## src/rtl/cbf_pkg.sv

```systemverilog
// Shared types and constants for the comment blanking filter.
package cbf_pkg;

	localparam int unsigned CharW = 16;

	typedef logic [CharW-1:0] char_t;

	// Input action codes.
	localparam logic [1:0] ACT_CHAR  = 2'd0;
	localparam logic [1:0] ACT_EOL   = 2'd1;
	localparam logic [1:0] ACT_CLEAR = 2'd2;

	// Characters the scanner reacts to.
	localparam char_t CH_NUL   = 16'h0000;
	localparam char_t CH_SLASH = 16'h002F;
	localparam char_t CH_STAR  = 16'h002A;
	localparam char_t CH_QUOTE = 16'h0022;
	localparam char_t CH_HASH  = 16'h0023;
	localparam char_t CH_SPACE = 16'h0020;

	// One queue entry: the one or two results caused by one input word.
	// When two is set, c0 goes first and c1 second. line_end applies to the
	// final result of the entry.
	typedef struct packed {
		logic  two;
		logic  line_end;
		char_t c0;
		char_t c1;
	} cbf_entry_t;

	// Handshake between the queue and the back end.
	typedef struct packed {
		logic pop;
	} cbf_qctl_t;

endpackage

```

## src/rtl/cbf_channels.sv

```systemverilog
// Valid/ready channel interfaces for input words and result words.
interface cbf_in_if;
	logic              valid;
	logic              ready;
	logic [1:0]        action;
	cbf_pkg::char_t    ch;

	modport source (output valid, output action, output ch, input ready);
	modport sink   (input valid, input action, input ch, output ready);
endinterface

interface cbf_out_if;
	logic              valid;
	logic              ready;
	cbf_pkg::char_t    out_char;
	logic              is_line_end;
	logic              last;

	modport source (output valid, output out_char, output is_line_end, output last,
		input ready);
	modport sink   (input valid, input out_char, input is_line_end, input last,
		output ready);
endinterface

```

## src/rtl/cbf_front.sv

```systemverilog
// Front end: accepts input words, tracks the scan state and classifies each word.
module cbf_front (
	input  logic               clk,
	input  logic               arst_n,
	input  logic               cfg_we,
	input  logic               cfg_wdata,
	cbf_in_if.sink             items,
	input  logic               full,
	output logic               push,
	output cbf_pkg::cbf_entry_t push_data
);

	localparam logic [1:0] MODE_PLAIN   = 2'd0;
	localparam logic [1:0] MODE_QUOTE   = 2'd1;
	localparam logic [1:0] MODE_COMMENT = 2'd2;

	logic       style_q;
	logic [1:0] mode_q;
	logic       slash_q;
	logic       star_q;
	logic       dropped_q;

	logic [1:0] mode_d;
	logic       slash_d;
	logic       star_d;
	logic       dropped_d;

	// A result is made of an optional held character followed by an optional
	// main character.
	logic           held_v;
	cbf_pkg::char_t held_c;
	logic           main_v;
	cbf_pkg::char_t main_c;
	logic           main_eol;
	logic           flush_v;
	cbf_pkg::char_t flush_c;
	logic           accept;

	assign items.ready = !full;
	assign accept      = items.valid && items.ready;

	assign flush_v = slash_q || star_q;
	assign flush_c = slash_q ? cbf_pkg::CH_SLASH : cbf_pkg::CH_SPACE;

	always_comb begin
		mode_d    = mode_q;
		slash_d   = slash_q;
		star_d    = star_q;
		dropped_d = dropped_q;
		held_v    = 1'b0;
		held_c    = cbf_pkg::CH_SPACE;
		main_v    = 1'b0;
		main_c    = cbf_pkg::CH_SPACE;
		main_eol  = 1'b0;
		unique case (items.action)
			cbf_pkg::ACT_CHAR: begin
				if (!dropped_q) begin
					if (!style_q && slash_q && items.ch == cbf_pkg::CH_SLASH) begin
						slash_d   = 1'b0;
						dropped_d = 1'b1;
					end else if (!style_q && slash_q && items.ch == cbf_pkg::CH_STAR) begin
						slash_d = 1'b0;
						mode_d  = MODE_COMMENT;
						held_v  = 1'b1;
						main_v  = 1'b1;
					end else if (!style_q && !slash_q && star_q &&
							items.ch == cbf_pkg::CH_SLASH) begin
						star_d = 1'b0;
						mode_d = MODE_PLAIN;
						held_v = 1'b1;
						main_v = 1'b1;
					end else begin
						held_v  = flush_v;
						held_c  = flush_c;
						slash_d = 1'b0;
						star_d  = 1'b0;
						if (items.ch == cbf_pkg::CH_NUL) begin
							dropped_d = 1'b1;
						end else if (style_q) begin
							if (items.ch == cbf_pkg::CH_HASH) begin
								dropped_d = 1'b1;
							end else begin
								main_v = 1'b1;
								main_c = items.ch;
							end
						end else begin
							case (mode_q)
								MODE_QUOTE: begin
									if (items.ch == cbf_pkg::CH_QUOTE) begin
										mode_d = MODE_PLAIN;
									end
									main_v = 1'b1;
								end
								MODE_COMMENT: begin
									if (items.ch == cbf_pkg::CH_STAR) begin
										star_d = 1'b1;
									end else begin
										main_v = 1'b1;
									end
								end
								default: begin
									if (items.ch == cbf_pkg::CH_QUOTE) begin
										mode_d = MODE_QUOTE;
										main_v = 1'b1;
									end else if (items.ch == cbf_pkg::CH_SLASH) begin
										slash_d = 1'b1;
									end else if (items.ch == cbf_pkg::CH_HASH) begin
										dropped_d = 1'b1;
									end else begin
										main_v = 1'b1;
										main_c = items.ch;
									end
								end
							endcase
						end
					end
				end
			end
			cbf_pkg::ACT_EOL: begin
				held_v    = flush_v;
				held_c    = flush_c;
				slash_d   = 1'b0;
				star_d    = 1'b0;
				dropped_d = 1'b0;
				main_v    = 1'b1;
				main_c    = cbf_pkg::CH_NUL;
				main_eol  = 1'b1;
			end
			cbf_pkg::ACT_CLEAR: begin
				mode_d    = MODE_PLAIN;
				slash_d   = 1'b0;
				star_d    = 1'b0;
				dropped_d = 1'b0;
			end
			default: begin
			end
		endcase
	end

	always_comb begin
		push_data.two      = held_v && main_v;
		push_data.line_end = main_eol;
		push_data.c0       = held_v ? held_c : main_c;
		push_data.c1       = main_c;
	end

	assign push = accept && (held_v || main_v);

	always_ff @(posedge clk or negedge arst_n) begin
		if (!arst_n) begin
			style_q   <= 1'b0;
			mode_q    <= MODE_PLAIN;
			slash_q   <= 1'b0;
			star_q    <= 1'b0;
			dropped_q <= 1'b0;
		end else begin
			if (cfg_we) begin
				style_q <= cfg_wdata;
			end
			if (accept) begin
				mode_q    <= mode_d;
				slash_q   <= slash_d;
				star_q    <= star_d;
				dropped_q <= dropped_d;
			end
		end
	end

	a_held_exclusive: assert property (@(posedge clk) disable iff (!arst_n)
		!(slash_q && star_q))
		else $error("slash and star held at once");

	a_mode_valid: assert property (@(posedge clk) disable iff (!arst_n)
		mode_q != 2'd3)
		else $error("scan mode reached an unused code");

	a_dropped_silent: assert property (@(posedge clk) disable iff (!arst_n)
		accept && dropped_q && items.action == cbf_pkg::ACT_CHAR |-> !push)
		else $error("character produced output while the line is dropped");

endmodule

```

## src/rtl/cbf_queue.sv

```systemverilog
// Short queue of classified entries between the front and back ends.
module cbf_queue #(
	parameter int unsigned DEPTH = 4
) (
	input  logic                clk,
	input  logic                arst_n,
	input  logic                push,
	input  cbf_pkg::cbf_entry_t push_data,
	output logic                full,
	input  cbf_pkg::cbf_qctl_t  ctl_in,
	output logic                empty,
	output cbf_pkg::cbf_entry_t pop_data
);

	localparam int unsigned PtrW = (DEPTH > 1) ? $clog2(DEPTH) : 1;
	localparam int unsigned CntW = $clog2(DEPTH + 1);

	cbf_pkg::cbf_entry_t mem_q [DEPTH];
	logic [PtrW-1:0] wr_ptr_q;
	logic [PtrW-1:0] rd_ptr_q;
	logic [CntW-1:0] count_q;
	logic            do_push;
	logic            do_pop;

	assign full     = count_q == CntW'(DEPTH);
	assign empty    = count_q == '0;
	assign do_push  = push && !full;
	assign do_pop   = ctl_in.pop && !empty;
	assign pop_data = mem_q[rd_ptr_q];

	always_ff @(posedge clk) begin
		if (do_push) begin
			mem_q[wr_ptr_q] <= push_data;
		end
	end

	always_ff @(posedge clk or negedge arst_n) begin
		if (!arst_n) begin
			wr_ptr_q <= '0;
			rd_ptr_q <= '0;
			count_q  <= '0;
		end else begin
			if (do_push) begin
				wr_ptr_q <= (wr_ptr_q == PtrW'(DEPTH - 1)) ? '0 : wr_ptr_q + 1'b1;
			end
			if (do_pop) begin
				rd_ptr_q <= (rd_ptr_q == PtrW'(DEPTH - 1)) ? '0 : rd_ptr_q + 1'b1;
			end
			if (do_push && !do_pop) begin
				count_q <= count_q + 1'b1;
			end else if (do_pop && !do_push) begin
				count_q <= count_q - 1'b1;
			end
		end
	end

endmodule

```

## src/rtl/cbf_back.sv

```systemverilog
// Back end: splits queue entries into result words and drives the output register.
module cbf_back (
	input  logic                clk,
	input  logic                arst_n,
	input  logic                empty,
	input  cbf_pkg::cbf_entry_t pop_data,
	output cbf_pkg::cbf_qctl_t  ctl_out,
	cbf_out_if.source           results
);

	logic           out_valid_q;
	cbf_pkg::char_t out_char_q;
	logic           out_eol_q;
	logic           out_last_q;

	// Second word of a two-word entry, waiting behind the first.
	logic           sec_valid_q;
	cbf_pkg::char_t sec_char_q;
	logic           sec_eol_q;

	logic out_free;
	logic pop;

	assign out_free    = !out_valid_q || results.ready;
	assign pop         = out_free && !sec_valid_q && !empty;
	assign ctl_out.pop = pop;

	assign results.valid       = out_valid_q;
	assign results.out_char    = out_char_q;
	assign results.is_line_end = out_eol_q;
	assign results.last        = out_last_q;

	always_ff @(posedge clk or negedge arst_n) begin
		if (!arst_n) begin
			out_valid_q <= 1'b0;
			sec_valid_q <= 1'b0;
		end else if (out_free) begin
			if (sec_valid_q) begin
				out_valid_q <= 1'b1;
				sec_valid_q <= 1'b0;
			end else begin
				out_valid_q <= !empty;
				sec_valid_q <= !empty && pop_data.two;
			end
		end
	end

	always_ff @(posedge clk) begin
		if (out_free) begin
			if (sec_valid_q) begin
				out_char_q <= sec_char_q;
				out_eol_q  <= sec_eol_q;
				out_last_q <= 1'b1;
			end else if (pop) begin
				out_char_q <= pop_data.c0;
				out_eol_q  <= pop_data.line_end && !pop_data.two;
				out_last_q <= !pop_data.two;
				sec_char_q <= pop_data.c1;
				sec_eol_q  <= pop_data.line_end;
			end
		end
	end

	a_second_behind_first: assert property (@(posedge clk) disable iff (!arst_n)
		sec_valid_q |-> out_valid_q && !out_last_q)
		else $error("second word waits without a first word in front");

	a_eol_is_last: assert property (@(posedge clk) disable iff (!arst_n)
		out_valid_q && out_eol_q |-> out_last_q)
		else $error("line end word is not the last of its input word");

	a_no_pop_with_second: assert property (@(posedge clk) disable iff (!arst_n)
		sec_valid_q |-> !pop)
		else $error("queue popped while a second word is still pending");

endmodule

```

## src/rtl/comment_blanking_filter.sv

```systemverilog
// Comment blanking filter: front end, entry queue and back end.
//
// Input words arrive on the items channel (valid/ready) carrying an action and
// a 16-bit character; result words leave on the results channel with the
// character, a line-end flag and a flag marking the last word caused by an
// input word. An input word causes none, one or two result words.
//
// The front end takes one input word per cycle while the queue has room and
// updates the scan state in that cycle. The first result word of an input word
// passes through the queue and then the output register before it is presented
// on the results channel. The back end sends one result word per cycle while the
// receiver is ready, so a word with two results holds the output for both words;
// the queue of QUEUE_DEPTH entries absorbs short runs of these, and a long run
// of them fills the queue and slows the input. When the receiver stalls, the
// output register holds its word, the queue fills and then items.ready falls.
// Reset clears the scan state, the style register (C-style), the queue and the
// output register. The user writes the style register through cfg_we/cfg_wdata
// only while the block is idle; the block itself does not enforce this.
module comment_blanking_filter #(
	parameter int unsigned QUEUE_DEPTH = 4
) (
	input  logic       clk,
	input  logic       arst_n,
	input  logic       cfg_we,
	input  logic       cfg_wdata,
	cbf_in_if.sink     items,
	cbf_out_if.source  results
);

	logic                full;
	logic                push;
	logic                empty;
	cbf_pkg::cbf_entry_t push_data;
	cbf_pkg::cbf_entry_t pop_data;
	cbf_pkg::cbf_qctl_t  qctl;

	cbf_front u_front (
		.clk       (clk),
		.arst_n    (arst_n),
		.cfg_we    (cfg_we),
		.cfg_wdata (cfg_wdata),
		.items     (items),
		.full      (full),
		.push      (push),
		.push_data (push_data)
	);

	cbf_queue #(
		.DEPTH (QUEUE_DEPTH)
	) u_queue (
		.clk       (clk),
		.arst_n    (arst_n),
		.push      (push),
		.push_data (push_data),
		.full      (full),
		.ctl_in    (qctl),
		.empty     (empty),
		.pop_data  (pop_data)
	);

	cbf_back u_back (
		.clk      (clk),
		.arst_n   (arst_n),
		.empty    (empty),
		.pop_data (pop_data),
		.ctl_out  (qctl),
		.results  (results)
	);

endmodule

```

## src/flat_wrapper.sv

```systemverilog
// flat-port wrapper written by rule: the top's interface ports become plain ports
module comment_blanking_filter_flat 
#(
	parameter int unsigned QUEUE_DEPTH = 4
)
  (clk, arst_n, cfg_we, cfg_wdata, items_valid, items_action, items_ch, items_ready, results_valid, results_out_char, results_is_line_end, results_last, results_ready);
  cbf_in_if items_i ();
  cbf_out_if results_i ();
  input  logic clk;
  input  logic arst_n;
  input  logic cfg_we;
  input  logic cfg_wdata;
  input wire logic [$bits(items_i.valid)-1:0] items_valid;
  input wire logic [$bits(items_i.action)-1:0] items_action;
  input wire logic [$bits(items_i.ch)-1:0] items_ch;
  output wire logic [$bits(items_i.ready)-1:0] items_ready;
  output wire logic [$bits(results_i.valid)-1:0] results_valid;
  output wire logic [$bits(results_i.out_char)-1:0] results_out_char;
  output wire logic [$bits(results_i.is_line_end)-1:0] results_is_line_end;
  output wire logic [$bits(results_i.last)-1:0] results_last;
  input wire logic [$bits(results_i.ready)-1:0] results_ready;
  assign items_i.valid = items_valid;
  assign items_i.action = items_action;
  assign items_i.ch = items_ch;
  assign items_ready = items_i.ready;
  assign results_valid = results_i.valid;
  assign results_out_char = results_i.out_char;
  assign results_is_line_end = results_i.is_line_end;
  assign results_last = results_i.last;
  assign results_i.ready = results_ready;
  comment_blanking_filter #(.QUEUE_DEPTH(QUEUE_DEPTH)) u_core (.clk(clk), .arst_n(arst_n), .cfg_we(cfg_we), .cfg_wdata(cfg_wdata), .items(items_i), .results(results_i));
endmodule
```

## config.mk

```make
export PLATFORM = sky130hd
export DESIGN_NAME = comment_blanking_filter_flat
export DESIGN_NICKNAME = d
export VERILOG_FILES = /design/src/rtl/cbf_pkg.sv /design/src/rtl/cbf_channels.sv /design/src/rtl/cbf_front.sv /design/src/rtl/cbf_queue.sv /design/src/rtl/cbf_back.sv /design/src/rtl/comment_blanking_filter.sv /design/src/flat_wrapper.sv
export SDC_FILE = /design/constraint.sdc
export NUM_CORES = 1
export LEC_CHECK = 0
export BUFFER_PORTS_ARGS = -buffer_cell sky130_fd_sc_hd__clkbuf_2
export CAP_MARGIN = 15
export CORE_MARGIN = 2
export CORE_UTILIZATION = 37
export DETAILED_ROUTE_END_ITERATION = 12
export PLACE_DENSITY = 0.64
export REMOVE_ABC_BUFFERS = 1
export SYNTH_ARGS = -nofsm -noshare
export SYNTH_HDL_FRONTEND = slang
export SYNTH_HIERARCHICAL = 1
export SYNTH_SLANG_ARGS = --single-unit
```

## constraint.sdc

```tcl
create_clock -name clk -period 4.2 [get_ports clk]
set_input_delay 0.63 -clock clk [delete_from_list [all_inputs] [get_ports clk]]
set_output_delay 0.63 -clock clk [all_outputs]
set_load 0.02 [all_outputs]
```

==> metrics.cfg, run 1 <==
[outcome]
status = completed

[detailed_routing]
routed_wl_um = 15100
drc = 0
first_pass_iters = 6
via_count = 4065
antenna_left = 0
dr.first_iter.drc_count = 297
wl_per_cell_um = 19.6
vias_per_cell = 5.25

[timing]
setup_tns_ns = 0
setup_viol = 0
fin_hold_ws_ns = 0.111
period_needed_ns = 3.41
maxSlewViolCount = 0
period_share = 0.811
rsz0062_at_grt = false
tightest_slew_ns = 0.789
setup_slack_ns = 0.792
hold_viol_final = 0
slew-limit-headroom = 0.472
finClkSkew_ns = 0.00763
clock.fmax_mhz = 293

[setup_path]
cp_data_arrival_time_ns = 3.76
crit_required_ns = 4.56
startpoint_type = input port
critical_path_class = input port to flop
crit_path_max_fanout = 6
worstSetupEndpointType = flop

[global_route]
grt_pass1_wl_um = 23600
grt_pass1_vias = 4157
grt_max_degree = 37
grt_antenna_before_repair = 1
grt-ovfl-total = 0
grt_use_total = 0.144

[clock_network]
numCtsBuffers = 17
htreeDepth = 4
clk_latency_ns = 0.43
holdBufCountCts = 0
ctsLongestPathBuffers = 2
cts_tree = done
cts_root_buf = clkbuf_16
cts-resized-gates = 0
clkSlewWorstSetupHoldPaths_ns = 0.07
cts_setup_buffers = 0
cts.sinks = 186

[placement]
dpl.hpwl_um = 9240
pre_cts_slack_ns = 0.420
port_buffers = 43
gp_congestion = 0.960
dp_cells = 742

[synthesis]
ys_seq_area_frac = 0.692
synth_warnings = 6
avgSynthCellArea_sq_um = 18.5
synthArstFlopShare = 0.0806
synth_cells = 430
synth.area.top_cells = edfxtp_1 64%, mux4_2 9.6%, dfrtp_1 4.7%, mux2_2 2.4%, ha_1 1.9%
yosysMostFrequentCell = edfxtp_1
ys_types = 72
synth_top_area_share = 0.645
synth_top_area_cell = edfxtp_1
yosys_register_bits = 186
syn_area_sq_um = 7970
ys.flop_type = edfxtp_1
synthTopCellsByCount = 171 x edfxtp_1, 34 x mux4_2, 17 x mux2_2
synth-edff-count = 171

[flow_run]
cap_violations = 0

[floorplan]
io_pins = 44
die_w_um = 151
die-area_sq_um = 22700
core_area_sq_um = 21100
die-height_um = 151
start_util = 0.378
row_count = 53

[cells_and_area]
drive_gt1_frac = 0.337
n_antenna_cell = 0
fin_cells = 774
register_area_sq_um = 5510
area_growth_pct = 13.9
n_fill_cell = 1859
final_nets = 523
multi_input_area_sq_um = 2260

[worst_hold_path]
hp-class = input port to async pin

[power]
cellPowerDensity_nw_per_um2 = 607
irDropWorstVdd_mv = 0.299
power_uw = 5510
leakagePower_uw = 0.00311

## state kept, by name (all words and copies together) (netlist names), 2 cells and up
signal                          count
u_core/u_queue/mem_q              136
u_core/u_front/mode_q               2
u_core/u_queue/wr_ptr_q             2
u_core/u_queue/count_q              3
u_core/u_back/results.out_char     16
u_core/u_queue/rd_ptr_q             2
u_core/u_back/sec_char_q           16
## worst paths after layout
check / from / to / slack, ns / cells after the start
max reg2reg: u_core/u_front/mode_q[0]$_DFFE_PN0P_ / u_core/u_queue/count_q[2]$_DFFE_PN0P_ / 1.43 / 12
max: items_ch[13] / u_core/u_queue/count_q[2]$_DFFE_PN0P_ / 0.79 / 13
min: arst_n / u_core/u_front/style_q$_DFFE_PN0P_ / 0.11 / 1
min reg2reg: u_core/u_back/sec_char_q[10]$_DFFE_PP_ / u_core/u_back/results.out_char[10]$_DFFE_PP_ / 0.55 / 1
max in group asynchronous: arst_n / u_core/u_queue/rd_ptr_q[0]$_DFFE_PN0P_ / 3.79 / 1
min in group clk: cfg_we / u_core/u_front/style_q$_DFFE_PN0P_ / 0.41 / 2
## power breakdown
group          leakage (uW)  internal, uW  total, uW  switching (uW)
Clock              0.000280           853       1480             630
Sequential          0.00178          2460       2630             170
Combinational       0.00105           666       1390             728
Total               0.00311          3980       5510            1530
## per-stage QoR
stage | instance area (sq um) | util
finish | 9070 | 0.430
global route | 9070 | 0.430
CTS | 9070 | 0.430
detailed placement | 8510 | 0.404
global placement | 8510 | 0.404
floorplan | 7810 | -
## worst max-delay path, cell delays in order
cell	delay, ns
clkbuf_2	0.13
nor4_1	0.65
nand4_1	0.35
a21oi_1	0.30
nand3_1	0.12
a31oi_1	0.25
nor2b_4	0.26
ha_1	0.20
inv_1	0.06
fa_1	0.37
xor2_1	0.17
nor2_1	0.12
xor2_1	0.15
## final cells by class
type,count,area share
tap,275,0.0379
timing repair buffer,53,0.0375
inverter,16,0.00662
clock buffer,26,0.0574
clock inverter,6,0.00386
sequential,186,0.608
multi-input combinational,212,0.249
## placed cells by master (no fill, tap or decap), drive strengths merged, types with 6 or more instances in the layout
cell type,n
and2,15
nand2,13
nor3b,12
dfrtp,15
mux2,20
edfxtp,171
mux4,34
buf,10
inv,17
ha,12
clkbuf,69
nand3,6
a21oi,8
nor2,16
nor3,6
## layer usage
layer  wire [um]  share of wire  vias up  GRT usage
met3         818          0.054       23     0.0373
met1        6570           0.43     2065      0.189
met2        7520           0.50      139      0.231
met4         237          0.016        0     0.0570
li1            -              -     1838          -
met5           0              0        -          0
## cell families after synthesis
logic type | count (synthesis) | synth area share
XOR/XNOR | 3 | 0.00330
AND/OR/NAND/NOR | 98 | 0.0855
multiplexers | 58 | 0.130
adder cells (fa/ha/maj) | 13 | 0.0214
flip-flops | 186 | 0.692
buffers and inverters | 32 | 0.0267
AO/OA/AOI/OAI | 40 | 0.0410
Power figures use the tool's default switching activity.
==> run 2, diff against run 1 <==
Settings changed: PLACE_DENSITY 0.64 to 0.66.
Clock period 4.2 ns to 2.9 ns, I/O delays scaled along.
==> metrics.cfg, run 2 (synthesized netlist as in run 1, its figures left out) <==
[clock_network]
cts_tree = done
clk_latency_ns = 0.44
cts_setup_buffers = 0
htreeDepth = 4
ctsLongestPathBuffers = 2
cts_root_buf = clkbuf_16
cts.sinks = 186
clkSlewWorstSetupHoldPaths_ns = 0.07
numCtsBuffers = 17

[global_route]
grt_use_met1 = 0.191
top_usage_layer = met2
grt_use_total = 0.152
gr-usage-met2 = 0.256
grt_max_degree = 38
grt_antenna_before_repair = 1
grt-ovfl-total = 0
grt.met3_usage = 0.0430
grt_pass1_vias = 4373
grt_pass1_wl_um = 24800

[power]
irDropWorstVdd_mv = 0.518
p_int_uw = 5850
leakagePower_uw = 0.00330
cellPowerDensity_nw_per_um2 = 867
clockPowerShare = 0.271
combPwrFrac = 0.257
seq_power_share = 0.472
p_sw_uw = 2300
p_sw_frac = 0.282

[timing]
period_share = 0.964
setup_tns_ns = 0
setup_slack_ns = 0.104
setup_viol = 0
hold_viol_final = 0
slew-limit-headroom = 0.336
period_needed_ns = 2.80
finClkSkew_ns = 0.0133
clock.fmax_mhz = 358
maxSlewViolCount = 0
rsz0062_at_grt = false
tightest_slew_ns = 0.996

[cells_and_area]
largest_register_ffs = 136
final_util = 0.446
layout_commonest_cell = edfxtp_1
drive_gt1_frac = 0.385
mostFrequentLayoutCells = 171 x edfxtp_1, 43 x clkbuf_2, 43 x buf_4
area_growth_pct = 18.0
final_nets = 563
n_fill_cell = 1856
n_antenna_cell = 0
regMostFlops = u_core/u_queue/mem_q

[floorplan]
core_area_sq_um = 21100
row_count = 53
start_util = 0.378
io_pins = 44
die-height_um = 151
die_w_um = 151
die-area_sq_um = 22700

[detailed_routing]
routed_wl_um = 16000
dr.first_iter.drc_count = 286
via_count = 4122
antenna_left = 0
first_pass_iters = 5
wl_per_cell_um = 19.7
vias_per_cell = 5.08
drc = 0

[worst_hold_path]
hp-class = input port to flop

[setup_path]
worstSetupEndpointType = flop
startpoint_type = input port
r2r_slack_ns = 0.18
critical_path_class = input port to flop
crit_required_ns = 3.23
crit_path_max_fanout = 4
cp_data_arrival_time_ns = 3.12

[flow_run]
cap_violations = 0

[placement]
port_buffers = 43
dpl.hpwl_um = 10100
gp_congestion = 0.873
pre_cts_slack_ns = -0.296

[outcome]
status = completed

## run 2: power by group through the flow
stage,Sequential [uW],Combinational (uW),Clock [uW]
finish,3850,2090,2210
global route,3910,2260,2350
CTS,3860,2150,2260
detailed placement,3910,2140,0
global placement,3890,2090,0
floorplan,4130,1130,0
## run 2: critical path, stage by stage
cell and delay (ns):
clkbuf_2 0.12, nor4_1 0.34, buf_4 0.20, nand4_2 0.13, a211o_1 0.37, o32ai_1 0.18
a31oi_1 0.17, nor2b_4 0.16, ha_1 0.20, inv_1 0.08, fa_1 0.43, mux2_2 0.29
## run 2: through the flow
step	instance area, sq um	instances	hold WS [ns]	total power [uW]
after global placement	8830	781	0.385	5980
after detailed placement	8830	781	0.395	6050
after floorplan	7810	414	0.139	5260
after CTS	9400	812	0.172	8260
after global routing	9400	812	0.195	8520
final	9400	812	0.186	8150
## run 2: metal layers
layer  vias up  routed length [um]
li1       1914                   -
met1      2092                6990
met2        99                7910
met3        15                 861
met4         2                 195
met5         -                  13
## run 2: path summary, 6_finish.rpt
check	to	cells past startpoint	from
worst max-delay path	u_core/u_queue/count_q[1]$_DFFE_PN0P_	12	items_ch[9]
worst min-delay path	u_core/u_front/style_q$_DFFE_PN0P_	2	cfg_we
worst max register to register	u_core/u_queue/count_q[1]$_DFFE_PN0P_	10	u_core/u_front/mode_q[0]$_DFFE_PN0P_
worst min register to register	u_core/u_back/results.out_char[3]$_DFFE_PP_	1	u_core/u_back/sec_char_q[3]$_DFFE_PP_
max in group asynchronous	u_core/u_queue/rd_ptr_q[0]$_DFFE_PN0P_	2	arst_n
min in group asynchronous	u_core/u_queue/wr_ptr_q[1]$_DFFE_PN0P_	2	arst_n
## run 2: timing repair
action / 4_1_cts / 5_1_grt
hold buffers: 1 / 0
hold endpoints to repair: 15 / 0
gates resized for setup: 0 / 0
## run 2: final cells by class
class,count,area (sq um),share of cell area
tap,275,344,0.0366
multi-input combinational,212,2260,0.240
clock buffer,17,425,0.0453
sequential,186,5510,0.587
timing repair buffer,93,668,0.0711
inverter,16,60.1,0.00639
clock inverter,13,128,0.0136
